File: config.mk
export PLATFORM = sky130hd
export DESIGN_NAME = swb_core
export DESIGN_NICKNAME = d
export VERILOG_FILES = /design/src/rtl/swb_pkg.sv /design/src/rtl/swb_core.sv
export SDC_FILE = /design/constraint.sdc
export NUM_CORES = 1
export LEC_CHECK = 0
export BUFFER_PORTS_ARGS = -buffer_cell sky130_fd_sc_hd__buf_2
export CORE_AREA = 2 2 140 142
export CTS_BUF_LIST = sky130_fd_sc_hd__clkbuf_16
export CTS_CLUSTER_DIAMETER = 100
export DETAILED_ROUTE_END_ITERATION = 7
export DIE_AREA = 0 0 142 144
export PLACE_DENSITY_LB_ADDON = 0.1
export SETUP_SLACK_MARGIN = 0.05
export SLEW_MARGIN = 20
export SYNTH_ARGS = -nofsm -noshare
export SYNTH_HDL_FRONTEND = slang
export SYNTH_SLANG_ARGS = --single-unit
File: constraint.sdc
create_clock -name clk -period 3.5 [get_ports clk]
set_input_delay 0.7 -clock clk [delete_from_list [all_inputs] [get_ports clk]]
set_output_delay 0.7 -clock clk [all_outputs]
set_load 0.02 [all_outputs]
File: src/rtl/swb_pkg.sv
// shared constants, types and helper functions of the subtract-with-borrow generator
`default_nettype none
package swb_pkg;

  localparam int LONG_LAG   = 128;
  localparam int SHORT_LAG  = 54;
  localparam int WORD_WIDTH = 64;
  localparam int PTR_W      = (LONG_LAG > 1) ? $clog2(LONG_LAG) : 1;
  localparam int LAG_MOD    = SHORT_LAG % LONG_LAG;
  localparam int BACK_OFS   = LONG_LAG - LAG_MOD;
  localparam int TDATA_W    = ((WORD_WIDTH + 7) / 8) * 8;

  typedef logic [WORD_WIDTH-1:0] word_t;
  typedef logic [PTR_W-1:0]      ptr_t;
  typedef logic [TDATA_W-1:0]    tdata_t;

  typedef enum logic {
    OP_SEED = 1'b0,
    OP_GEN  = 1'b1
  } op_t;

  typedef struct packed {
    logic en;
    ptr_t cur;
    ptr_t back;
  } ring_rd_t;

  typedef struct packed {
    logic  en;
    ptr_t  addr;
    word_t data;
  } ring_wr_t;

  typedef struct packed {
    logic  valid;
    logic  ready;
    ptr_t  ptr;
    word_t result;
  } core_stat_t;

  function automatic ptr_t next_slot(ptr_t p);
    logic [PTR_W:0] s;
    s = {1'b0, p} + (PTR_W+1)'(1);
    if (s >= (PTR_W+1)'(LONG_LAG)) begin
      s = '0;
    end
    return s[PTR_W-1:0];
  endfunction

  function automatic ptr_t lag_slot(ptr_t p);
    logic [PTR_W:0] s;
    s = {1'b0, p} + (PTR_W+1)'(BACK_OFS);
    if (s >= (PTR_W+1)'(LONG_LAG)) begin
      s = s - (PTR_W+1)'(LONG_LAG);
    end
    return s[PTR_W-1:0];
  endfunction

endpackage
`default_nettype wire

File: src/rtl/swb_core.sv
// slot pointer, request stage, borrow word and the word update
`default_nettype none
module swb_core (
  input  wire logic                clk,
  input  wire logic                rst,
  input  wire logic                in_valid,
  input  wire swb_pkg::op_t        in_op,
  input  wire swb_pkg::word_t      in_seed,
  input  wire logic                out_free,
  input  wire swb_pkg::word_t      old_word,
  input  wire swb_pkg::word_t      lag_word,
  output swb_pkg::ring_rd_t        rd,
  output swb_pkg::ring_wr_t        wr,
  output swb_pkg::core_stat_t      stat
);
  import swb_pkg::*;

  ptr_t  ptr;
  ptr_t  addr;
  logic  busy;
  op_t   op;
  word_t seed;
  word_t borrow;
  word_t borrow_next;
  word_t result;
  logic  adv;
  logic  ready;
  logic  accept;

  assign adv    = busy && out_free;
  assign ready  = !busy || adv;
  assign accept = in_valid && ready;

  always_comb begin
    borrow_next = borrow;
    unique case (op)
      OP_SEED: begin
        result = seed;
      end
      OP_GEN: begin
        result      = old_word ^ lag_word ^ borrow;
        borrow_next = (~old_word & borrow) | (~old_word & lag_word) | (lag_word & borrow);
      end
      default: begin
        result = seed;
      end
    endcase
  end

  always_ff @(posedge clk) begin
    if (rst) begin
      ptr    <= '0;
      busy   <= 1'b0;
      borrow <= '0;
    end else begin
      if (accept) begin
        ptr <= next_slot(ptr);
      end
      if (adv) begin
        borrow <= borrow_next;
      end
      if (accept) begin
        busy <= 1'b1;
      end else if (adv) begin
        busy <= 1'b0;
      end
    end
  end

  always_ff @(posedge clk) begin
    if (accept) begin
      addr <= ptr;
      op   <= in_op;
      seed <= in_seed;
    end
  end

  assign rd.en   = accept;
  assign rd.cur  = ptr;
  assign rd.back = lag_slot(ptr);

  assign wr.en   = adv;
  assign wr.addr = addr;
  assign wr.data = result;

  assign stat.valid  = busy;
  assign stat.ready  = ready;
  assign stat.ptr    = ptr;
  assign stat.result = result;

endmodule
`default_nettype wire

---- After elaboration in Yosys (flattened, before gate mapping) ----
Index checks and enable logic that the tools add are counted.
storage, ports and cells
  flip-flop bits (word level) ............. 144
  bits in latches ......................... 0
  bits in writable memories ............... 0
  memory bits (read-only) ................. 0
  input bits .............................. 197
  output and inout port bits .............. 160
  logic and storage cells ................. 31
  memories ................................ 0
cells by class
  $add $sub $neg .......................... 3
  multiply operators ...................... 0
  divide/modulo/power cells ............... 0
  $lt $le $gt $ge ......................... 2
  equal/unequal tests ..................... 0
  shift operators ......................... 0
  multiplexer cells ....................... 5
  bitwise gates (word level) .............. 9
  reductions and logical operators ........ 6
operators by type and width
  kind                                               number
  bitwise AND 64 bit                                 3
  OR 64 bit                                          2
  case mux 64 bit (2 select lines)                   1
  bitwise XOR 64 bit                                 2
  inverter 64 bit                                    1
  >= comparator 8 bit (second input constant)        2
  2-to-1 mux 7 bit                                   2
  adder 7 x 1 -> 8 bit (second input constant)       1
  adder 7 x 7 -> 8 bit (second input constant)       1
  subtractor 7 x 1 -> 7 bit (second input constant)  1
  logical AND 1 bit                                  2
  2-to-1 mux 1 bit                                   2
  AND reduction 2 bit                                1
  nonzero test 2 bit                                 1
  logical NOT 1 bit                                  1
  logical OR 1 bit                                   1
  inverter 1 bit                                     1

---- Longest topological paths before layout ----
Gate-level depths: netlist of the first run.
  word-level depth ........................ 4
  gate-level depth with buffers ........... 6
  gate-level depth less buffers ........... 5

---- Worst setup path after synthesis of the first run ----
OpenSTA, ideal clock, no wires.
  kind .................................... input port to output port
  from .................................... in out_free
  to ...................................... out rd[14] (netlist name)
  arrival time ............................ 2.803 ns
  data required time ...................... 2.800 ns
  slack ................................... -0.003 ns
  stages on the path ...................... 5
  path buffers ............................ 2
  path through ............................ nand2b_4 > clkbuf_8 > nand2_1 > inv_1 > buf_4
between the ends
  word-level cells in the longest chain between the ends .. 3
RTL lines
  item               line            source
  from (decl)        swb_core.sv:9   input wire logic out_free,
  logical AND 1 bit  swb_core.sv:30  assign adv = busy && out_free;
  logical OR 1 bit   swb_core.sv:31  assign ready = !busy || adv;
  named net ready    swb_core.sv:27  logic ready;
  logical AND 1 bit  swb_core.sv:32  assign accept = in_valid && ready;
  to (decl)          swb_core.sv:12  output swb_pkg::ring_rd_t rd,
The timed path passes the listed nets, and every way through them passes these cells.

==> results of run 1 <==
## critical path, stage by stage
cell	delay, ns
buf_2	0.08
inv_1	0.05
fa_1	0.53
a21oi_1	0.38
buf_2	0.24
## routing by layer
metal | track usage | vias to the layer above | routed length (um)
met4 | 0.06947 | 2 | 394
met3 | 0.05331 | 25 | 1239
met2 | 0.3148 | 211 | 9527
met1 | 0.2299 | 2699 | 8267
li1 | - | 2854 | -
met5 | 0 | - | 11
## cell type report
class                      count  area (um^2)
sequential                   144         3603
tap                          238        297.8
inverter                      71        270.3
clock inverter                14        163.9
timing repair buffer         361         1882
clock buffer                  18        450.4
antenna                        3        7.507
multi-input combinational    421         2925
fill                        1872         9479
## worst max-delay path by stage
stage / cells after the start / end
2_1_floorplan: 5 / rd[14]
3_3_place_gp: 5 / wr[9]
3_5_place_dp: 5 / stat[9]
4_1_cts: 5 / stat[9]
5_1_grt: 4 / stat[9]
6_report: 5 / wr[9]
## sequential cells by signal (all words and copies together) (netlist names)
register / flops
borrow: 64
seed: 64
busy: 1
op: 1
addr: 7
ptr: 7
## report_power, final
group	leakage [nW]	switching, mW	internal [mW]
registers	1.28	0.0291	1.84
logic	2.84	0.544	0.299
clock network	0.299	0.721	1.16
total	4.42	1.29	3.31
## through the flow
stage	setup WS, ns	std cells	area (um^2)
after global routing	0.7014	1269	9598
final	0.8257	1270	9600
after global placement	0.7741	1235	8979
after floorplan	0.3324	749	7555
after CTS	0.7637	1267	9593
after detailed placement	0.7678	1235	8979
## cell usage in the layout (no fill, tap or decap), types with 2 or more instances in the layout
cell,n
fa_1,64
inv_1,72
xor2_1,5
bufinv_16,3
buf_12,5
buf_2,356
ha_1,2
nand3_1,2
dfxtp_1,72
and3_2,2
edfxtp_1,72
clkbuf_16,18
xnor2_1,4
clkinvlp_4,4
mux2i_1,4
inv_6,3
nand4_1,2
nor2_1,66
nand2_1,132
and3_1,2
a21oi_1,127
diode_2,3
## cells by family (layout without fill, tap and decap cells)
group	count (synthesis)	after routing	synth area share
multiplexers	4	4	0.005303
AND/OR/NAND/NOR	212	212	0.1112
flip-flops	144	144	0.4772
AO/OA/AOI/OAI	130	130	0.08699
other	0	3	0
adder cells (fa/ha/maj)	66	66	0.1730
buffers and inverters	184	464	0.1359
XOR/XNOR	9	9	0.01044
==> metrics.log, run 1 <==
INFO  metric status = complete, no violations
INFO  metric synth.most_common_cell = nand2_1
INFO  metric fin_skew = 0.009668 ns
INFO  metric clock_tree.htree_level_count = 4
INFO  metric postSynthRegisterBits = 144
INFO  metric critPathArrivalTime = 1.97 ns
INFO  metric port-buffer-count = 356
INFO  metric tritoncts = yes
INFO  metric netlist.top_cell.by_area = edfxtp_1
INFO  metric final_period_minus_worst_setup_slack = 2.674 ns
INFO  metric detailedPlacementHpwl = 14040 um
INFO  metric yosys_most_used_dff = edfxtp_1
INFO  metric tritoncts_num_sinks = 144
INFO  metric synth_sequential_area_ratio = 0.4772
INFO  metric yosys_warnings = 0
INFO  metric post_cts_hold_buffer_count = 0
INFO  metric drt-vias-per-instance = 4.560
INFO  metric gpl.final_weighted_congestion = 0.8233
INFO  metric io-pin-count = 357
INFO  metric max_cap_violations = 0
INFO  metric cts_repair_resize_count = 0
INFO  metric design.die.area = 20450 um^2
INFO  metric synth-edff-count = 72
INFO  metric fin_crit_share = 0.7641
INFO  metric rr_endpoint = borrow[56]$_SDFFE_PP0P_
INFO  metric worstSetupStartpointType = primary input
INFO  metric groute.usage.overall = 0.1871
INFO  metric drt_first_pass_iters = 4
INFO  metric design.core.area = 19080 um^2
INFO  metric synth_top_area_frac = 0.2863
INFO  metric setup_violations = 0
INFO  metric reg2reg_setup_slack = 1.32 ns
INFO  metric post_synth.cell_area_avg = 10.08 um^2
INFO  metric postCtsSetupBuffers = 0
INFO  metric hold_path_origin = in_seed[26]
INFO  metric total_power_consumption = 4.600 mW
INFO  metric grt_setup_unrepaired = no
INFO  metric min_delay_worst_endpoint = seed[26]$_DFFE_PP_
INFO  metric startpoint = old_word[9]
INFO  metric drv_slew = 0
INFO  metric worst_setup_path_end_kind = output port
INFO  metric fin_worst_hold_slack = 0.4503 ns
INFO  metric hold_path_class = primary input to flip-flop
INFO  metric r2r-start = op$_DFFE_PP_
INFO  metric vias_in_the_first_global_route = 5456
INFO  metric relSlewSlack = 0.4408
INFO  metric critical_path_required = 2.80 ns
INFO  metric remaining_drc_errors = 0
INFO  metric post_route_cells_drive_above_1_share = 0.3848
INFO  metric vias = 5791
INFO  metric floorplan.die.height = 144 um
INFO  metric setup-tns-final = 0 ns
INFO  metric rr_worst_depth = 5
INFO  metric area_growth = 27.14%
INFO  metric num_rows = 51
INFO  metric die_width = 142 um
INFO  metric holdPathStages = 1
INFO  metric layout.core_utilization = 0.5032
INFO  metric p_per_area = 479.1 nW/um^2
INFO  metric final_hold_viol_count = 0
INFO  metric postRouteWirelength = 19440 um
INFO  metric cts_made_buffers = 17
INFO  metric start_util = 0.3958
INFO  metric netlist_instances = 749
INFO  metric clk_latency = 0.41 ns
INFO  metric ant_nets = 0
INFO  metric cts-root-buf = clkbuf_16
INFO  metric synth.net_count = 1012
INFO  metric grt_start_max_net_pins = 127
INFO  metric gr-total-overflow = 0
INFO  metric setup.worst_path.class = primary input to output port
INFO  metric layout.nets = 1279
INFO  metric synth.lib_cells_used.distinct = 28
INFO  metric grt_pass1_wl = 28820 um
INFO  metric synth_async_sr_flop_share = 0
INFO  metric clock_tree.buffer_depth = 2
INFO  metric drt-initial-drc-count = 193
INFO  metric post_synth_main_area_contributors = edfxtp_1, dfxtp_1, fa_1
INFO  metric top_cells_by_count_synth = nand2_1, a21oi_1, buf_4
INFO  metric irDropWorstVdd = 0.0003137 V
INFO  metric detail_route.wl_per_cell = 15.31 um
INFO  metric maxClockFrequency = 373.9 MHz
INFO  metric total_leakage_power = 4.425 nW
INFO  metric synth.cell_area = 7551 um^2
INFO  metric path_clk_slew = 0.07 ns
INFO  metric critical_path_peak_fanout = 2
INFO  metric worst_pin_slew = 0.8388 ns
INFO  metric grt_antenna_before_repair = 4
No activity file was read; power rests on OpenSTA's default activity.
==> run 2, diff against run 1 <==
ABC_AREA = 1   (was not set)
CORE_AREA = not set   (was 2 2 140 142)
CORE_MARGIN = 2   (was not set)
CORE_UTILIZATION = 44   (was not set)
DIE_AREA = not set   (was 0 0 142 144)
clock period = 2.2 ns   (was 3.5 ns; I/O delays follow)
==> run 2 against run 1 <==
Against the previous run:
- setup slack got worse by 0.73 ns
- non-clock buffer count rose by 14
- clock skew is 0.0014 ns higher
- largest cell class unchanged
==> metrics.log, run 2 <==
INFO  metric detail_route.wl_per_cell = 16.71 um
INFO  metric final_cell_mix = buf_2, nand2_1, inv_1
INFO  metric drt-initial-drc-count = 210
INFO  metric netlist_instances = 772
INFO  metric relSlewSlack = 0.3000
INFO  metric remaining_drc_errors = 0
INFO  metric setup.worst_path.class = flip-flop to output port
INFO  metric tritoncts_num_sinks = 144
INFO  metric drv_slew = 0
INFO  metric yosys_most_used_dff = edfxtp_1
INFO  metric synth.cell_area = 8184 um^2
INFO  metric holdPathStages = 1
INFO  metric detailedPlacementHpwl = 14830 um
INFO  metric setup_violations = 0
INFO  metric synth_async_sr_flop_share = 0
INFO  metric post_synth.cell_area_avg = 10.60 um^2
INFO  metric num_rows = 49
INFO  metric gr-total-overflow = 0
INFO  metric r2r-start = op$_DFFE_PP_
INFO  metric groute.usage.overall = 0.2120
INFO  metric critical_path_peak_fanout = 22
INFO  metric share_comb_of_total_power = 0.198
INFO  metric cts-root-buf = clkbuf_16
INFO  metric netlist.top_cell.by_area = edfxtp_1
INFO  metric synth_sequential_area_ratio = 0.4403
INFO  metric critPathArrivalTime = 1.66 ns
INFO  metric netSwitchingPower = 2.139 mW
INFO  metric placed_cells = 1253
INFO  metric design.die.area = 19710 um^2
INFO  metric clock_tree.buffer_depth = 2
INFO  metric worst_pin_slew = 1.050 ns
INFO  metric mostFrequentLayoutCell = buf_2
INFO  metric max_cap_violations = 0
INFO  metric ant_nets = 0
INFO  metric maxClockFrequency = 475.2 MHz
INFO  metric grt_start_max_net_pins = 65
INFO  metric grt_antenna_before_repair = 1
INFO  metric drt_first_pass_iters = 4
INFO  metric instances_no_fill = 1291
INFO  metric path_clk_slew = 0.07 ns
INFO  metric post_route_cells_drive_above_1_share = 0.4929
INFO  metric drt-vias-per-instance = 4.721
INFO  metric pwr-share-seq = 0.396
INFO  metric fin_crit_share = 0.9566
INFO  metric p_per_area = 723.5 nW/um^2
INFO  metric die_width = 140.4 um
INFO  metric synth.most_common_cell = nand2_1
INFO  metric final_period_minus_worst_setup_slack = 2.105 ns
INFO  metric worst_path_largest_cell_delay = 0.43 ns
INFO  metric clk_latency = 0.42 ns
INFO  metric worst_setup_path_end_kind = output port
INFO  metric synth_top_area_frac = 0.2642
INFO  metric floorplan.die.height = 140.4 um
INFO  metric rr_worst_depth = 4
INFO  metric grt_setup_unrepaired = yes
INFO  metric hold_path_origin = in_seed[15]
INFO  metric synth.lib_cells_used.distinct = 23
INFO  metric setup_ws = 0.09548 ns
INFO  metric yosys_warnings = 0
INFO  metric fraction_of_power_spent_switching_nets = 0.2852
INFO  metric setup-tns-final = 0 ns
INFO  metric hold_path_class = primary input to flip-flop
INFO  metric total_power_consumption = 7.502 mW
INFO  metric top_cells_by_count_synth = nand2_1, buf_4, inv_1
INFO  metric worstSetupStartpointType = flip-flop
INFO  metric fin_skew = 0.01103 ns
INFO  metric status = complete, no violations
INFO  metric min_delay_worst_endpoint = seed[15]$_DFFE_PP_
INFO  metric rr_endpoint = borrow[8]$_SDFFE_PP0P_
INFO  metric total_leakage_power = 4.627 nW
INFO  metric crit_chain = clkinv_4, clkbuf_16, nand2_1, o21ai_1, buf_2
INFO  metric post_dp_cell_area = 9545 um^2
INFO  metric detailedPlace.worstSlack = 0.1864 ns
INFO  metric critPathSlowestCell = edfxtp_1
INFO  metric power.clock.fraction = 0.405
INFO  metric area_growth = 26.71%
INFO  metric irDropWorstVdd = 0.0005519 V
INFO  metric largest_registers = borrow: 64 flops, seed: 64 flops
INFO  metric vias = 6095
INFO  metric postRouteWirelength = 21580 um
INFO  metric reg2reg_setup_slack = 0.41 ns
INFO  metric grt_pass1_wl = 32090 um
INFO  metric vias_in_the_first_global_route = 5945
INFO  metric cts_made_buffers = 17
INFO  metric critical_path_required = 1.76 ns
INFO  metric start_util = 0.4525
INFO  metric post_synth_main_area_contributors = edfxtp_1, dfxtp_1, fa_1
INFO  metric port-buffer-count = 356
INFO  metric io-pin-count = 357
INFO  metric tritoncts = yes
INFO  metric synth-edff-count = 72
INFO  metric cell_internal_power = 5.363 mW
INFO  metric design.core.area = 18090 um^2
INFO  metric final_hold_viol_count = 0
INFO  metric synth.net_count = 1035
INFO  metric postSynthRegisterBits = 144
INFO  metric layout.nets = 1311
INFO  metric gpl.final_weighted_congestion = 0.8192
INFO  metric final_instance_area = 10370 um^2
INFO  metric clock_tree.htree_level_count = 4
-- run 2: cell types whose count changed in the layout (fill, tap and decap cells not counted), sizes merged, moves of 11 or more --
cell / change
o21ai: +66
a21oi: -59
nand2: +14
nor2: -57
nand3: +64
buf: +11
-- run 2: final cells by class --
| class | instances | area [um^2] |
|---|---|---|
| multi-input combinational | 433 | 3453 |
| inverter | 77 | 307.8 |
| antenna | 1 | 2.502 |
| timing repair buffer | 375 | 2092 |
| clock buffer | 17 | 425.4 |
| tap | 229 | 286.5 |
| sequential | 144 | 3607 |
| clock inverter | 15 | 195.2 |
| fill | 1607 | 7716 |
-- run 2: repair_timing --
| action | in CTS | in global routing |
|---|---|---|
| setup endpoints to repair | 127 | 129 |
| cloned | 1 | 3 |
| pin swaps | 1 | 0 |
| hold buffers | 0 | 0 |
| buffers inserted | 0 | 1 |
| gates resized for setup | 9 | 21 |
| endpoints found under the hold margin | 0 | 0 |
-- run 2: logic make-up (layout without fill, tap and decap cells) --
family                     Yosys count  after routing  synth area share
xor gates and xnor gates             5              5          0.005351
adders and majority gates           66             66            0.1596
buffers and inverters              195            484            0.1414
other                                0              1                 0
and+or+nand+nor                    227            227            0.1465
DFF                                144            144            0.4403
AOI/OAI and AO/OA                  135            135            0.1069
-- run 2: worst max path at each step --
stage                            start       to  slack [ns]  cells past startpoint
after floorplan               out_free   rd[14]       -0.34                      3
after global placement    old_word[10]   wr[10]        0.18                      5
after detailed placement  old_word[10]   wr[10]        0.19                      5
after CTS                 op$_DFFE_PP_   wr[33]       -0.01                      5
after global routing      op$_DFFE_PP_  stat[8]        0.03                      5
final                     op$_DFFE_PP_   wr[24]         0.1                      5
-- run 2: critical path: cells and delay by family (launching register included) --
| kind | cells | cell delay [ns] |
|---|---|---|
| AO/OA/AOI/OAI | 1 | 0.11 |
| buffers and inverters | 3 | 0.62 |
| flip-flops | 1 | 0.43 |
| AND/OR/NAND/NOR | 1 | 0.06 |
-- run 2: per-stage QoR --
stage          hold slack, ns  utilization
2_1_floorplan          0.4521            -
3_3_place_gp           0.4651       0.5278
3_5_place_dp           0.4722       0.5278
4_1_cts                0.1692       0.5655
5_1_grt                0.1662       0.5734
6_report               0.1867       0.5734
-- run 2: power groups by stage --
stage               clock [mW]  combinational [mW]  sequential [mW]
detailed placement           0                1.43             3.03
finish                    3.04                1.49             2.97
global route              3.21                1.62             2.98
CTS                       3.10                1.46             2.97
global placement             0                1.43             3.03
floorplan                    0                1.02             3.04
-- run 2: routing by layer --
| layer | track usage | wire [um] | vias to the layer above |
|---|---|---|---|
| met5 | 0 | 0 | - |
| met4 | 0.06061 | 251 | 0 |
| met3 | 0.04650 | 1356 | 21 |
| met2 | 0.3695 | 11030 | 234 |
| met1 | 0.2661 | 8943 | 2851 |
| li1 | - | - | 2989 |
==> run 3, diff against run 2 <==
CORE_MARGIN = not set   (was 2)
HOLD_SLACK_MARGIN = 0.1   (was not set)
==> run 3 against run 2 <==
Against the previous run:
- the run now ends with design-rule violations left
- sequential power hardly changed
- via count is 0.61% lower
- sequential cell count stayed put
- first-iteration DRC count increased by 19%
- core utilization down 0.50 points
- final area shrank 0.87%
- largest power group unchanged
==> metrics.log, run 3 (synthesis results as in run 2) <==
INFO  metric status = complete, but fails checks
INFO  metric violated_checks = design-rule violations
INFO  metric final_cell_mix = buf_2, nand2_1, inv_1
INFO  metric layout.nets = 1310
INFO  metric reg2reg_setup_slack = 0.37 ns
INFO  metric post_dp_cell_area = 9580 um^2
INFO  metric die_width = 138.4 um
INFO  metric design.die.area = 19150 um^2
INFO  metric io-pin-count = 357
INFO  metric setup_ws = 0.1061 ns
INFO  metric worstSetupStartpointType = flip-flop
INFO  metric final_hold_viol_count = 0
INFO  metric critPathSlowestCell = fa_2
INFO  metric worst_path_largest_cell_delay = 0.49 ns
INFO  metric post_cts_hold_buffer_count = 0
INFO  metric path_clk_slew = 0.06 ns
INFO  metric ant_nets = 0
INFO  metric gpl.final_weighted_congestion = 0.7774
INFO  metric clock_tree.htree_level_count = 4
INFO  metric tritoncts = yes
INFO  metric drt_first_pass_iters = 7
INFO  metric clk_latency = 0.42 ns
INFO  metric largest_registers = borrow: 64 flops, seed: 64 flops
INFO  metric start_util = 0.4525
INFO  metric postCtsSetupBuffers = 0
INFO  metric setup_violations = 0
INFO  metric final_period_minus_worst_setup_slack = 2.094 ns
INFO  metric rr_endpoint = borrow[2]$_SDFFE_PP0P_
INFO  metric drt-initial-drc-count = 250
INFO  metric setup.worst_path.class = flip-flop to output port
INFO  metric detailedPlacementHpwl = 14760 um
INFO  metric area_growth = 25.61%
INFO  metric clock_tree.buffer_depth = 2
INFO  metric critPathArrivalTime = 1.65 ns
INFO  metric port-buffer-count = 356
INFO  metric num_rows = 49
INFO  metric worst_pin_slew = 0.6993 ns
INFO  metric grt_setup_unrepaired = yes
INFO  metric hold_path_class = primary input to flip-flop
INFO  metric final_instance_area = 10280 um^2
INFO  metric detail_route.wl_per_cell = 15.56 um
INFO  metric remaining_drc_errors = 48
INFO  metric total_leakage_power = 4.601 nW
INFO  metric tritoncts_num_sinks = 144
INFO  metric timing.critical_path.to = stat[10]
INFO  metric grt_antenna_before_repair = 5
INFO  metric critical_path_required = 1.76 ns
INFO  metric drv_slew = 0
INFO  metric grt_start_max_net_pins = 59
INFO  metric postRouteWirelength = 20120 um
INFO  metric floorplan.die.height = 138.4 um
INFO  metric vias = 6058
INFO  metric drt-vias-per-instance = 4.685
INFO  metric detailedPlace.worstSlack = 0.1703 ns
INFO  metric fin_crit_share = 0.9518
INFO  metric irDropWorstVdd = 0.0005399 V
INFO  metric rr_worst_depth = 4
INFO  metric groute.usage.overall = 0.2115
INFO  metric dr_wl_met3 = 1262 um
INFO  metric cts_made_buffers = 17
INFO  metric crit_chain = fa_2, o21ai_2, buf_2
INFO  metric grt_pass1_wl = 31200 um
INFO  metric fin_skew = 0.006036 ns
INFO  metric dr_wl_met2 = 10330 um
INFO  metric relSlewSlack = 0.5338
INFO  metric max_cap_violations = 0
INFO  metric worst_setup_path_end_kind = output port
INFO  metric p_per_area = 724.8 nW/um^2
INFO  metric met1Wirelength = 8180 um
INFO  metric gr-total-overflow = 0
INFO  metric vias_in_the_first_global_route = 5959
INFO  metric maxClockFrequency = 477.6 MHz
INFO  metric route.top_layer_used = met4
INFO  metric mostFrequentLayoutCell = buf_2
INFO  metric cts-root-buf = clkbuf_16
INFO  metric r2r-start = op$_DFFE_PP_
INFO  metric post_route_cells_drive_above_1_share = 0.4868
INFO  metric startpoint = borrow[10]$_SDFFE_PP0P_
INFO  metric design.core.area = 18090 um^2
INFO  metric critical_path_peak_fanout = 2
==> run 3: cell count changes in the layout (fill, tap and decap cells not counted), sizes merged <==
cell      delta
buf          +1
clkbuf       -1
clkinv       +2
clkinvlp     -3
diode        +3
==> run 3: how the worst min path moves through the flow <==
stage | to | cells after the start | startpoint
3_3_place_gp | borrow[13]$_SDFFE_PP0P_ | 2 | borrow[13]$_SDFFE_PP0P_
2_1_floorplan | borrow[18]$_SDFFE_PP0P_ | 2 | borrow[18]$_SDFFE_PP0P_
6_report | seed[54]$_DFFE_PP_ | 1 | in_seed[54]
4_1_cts | seed[59]$_DFFE_PP_ | 1 | in_seed[59]
5_1_grt | seed[58]$_DFFE_PP_ | 1 | in_seed[58]
3_5_place_dp | borrow[13]$_SDFFE_PP0P_ | 2 | borrow[13]$_SDFFE_PP0P_
==> run 3: power by group <==
| group | leakage [nW] | internal [mW] | switching, mW |
|---|---|---|---|
| logic | 3.01 | 0.514 | 0.922 |
| registers | 1.28 | 2.93 | 0.0431 |
| clock network | 0.306 | 1.94 | 1.10 |
| total | 4.60 | 5.39 | 2.06 |
==> run 3: area by class of cell <==
| cell class | count | area [um^2] |
|---|---|---|
| well taps | 229 | 286.5 |
| repair buffers | 374 | 2007 |
| inverters | 77 | 307.8 |
| flip-flops and latches | 144 | 3606 |
| multi-input cells | 433 | 3442 |
| diodes | 4 | 10.01 |
| clock inverters | 14 | 170.2 |
| clock buffers | 18 | 450.4 |
| fillers | 1626 | 7806 |
==> run 3: worst max-delay path, delay by kind of cell, from the launching register on <==
kind | cells | cell delay (ns)
flops | 1 | 0.36
compound gates | 1 | 0.19
buf+inv | 1 | 0.19
fa+ha+maj | 1 | 0.49
==> run 3: what timing repair did <==
item                       CTS  global route
pin swaps                    1             0
resized for setup            4            10
gates cloned                 0             1
setup endpoints to repair    5            60
==> run 3: routing by layer <==
metal,vias up,GRT usage
met3,21,0.04676
li1,2994,-
met5,-,0
met2,223,0.3748
met1,2820,0.2536
met4,0,0.07096
==> run 3: stage by stage <==
stage | TNS, ns | instances | total power, mW | util | hold slack, ns
2_1_floorplan | -0.5958 | 772 | 4.059 | - | 0.4521
3_3_place_gp | 0 | 1256 | 4.459 | 0.5297 | 0.4642
3_5_place_dp | 0 | 1256 | 4.470 | 0.5297 | 0.4718
4_1_cts | 0 | 1288 | 7.528 | 0.5646 | 0.1708
5_1_grt | 0 | 1293 | 7.755 | 0.5684 | 0.1776
6_report | 0 | 1293 | 7.451 | 0.5684 | 0.1918
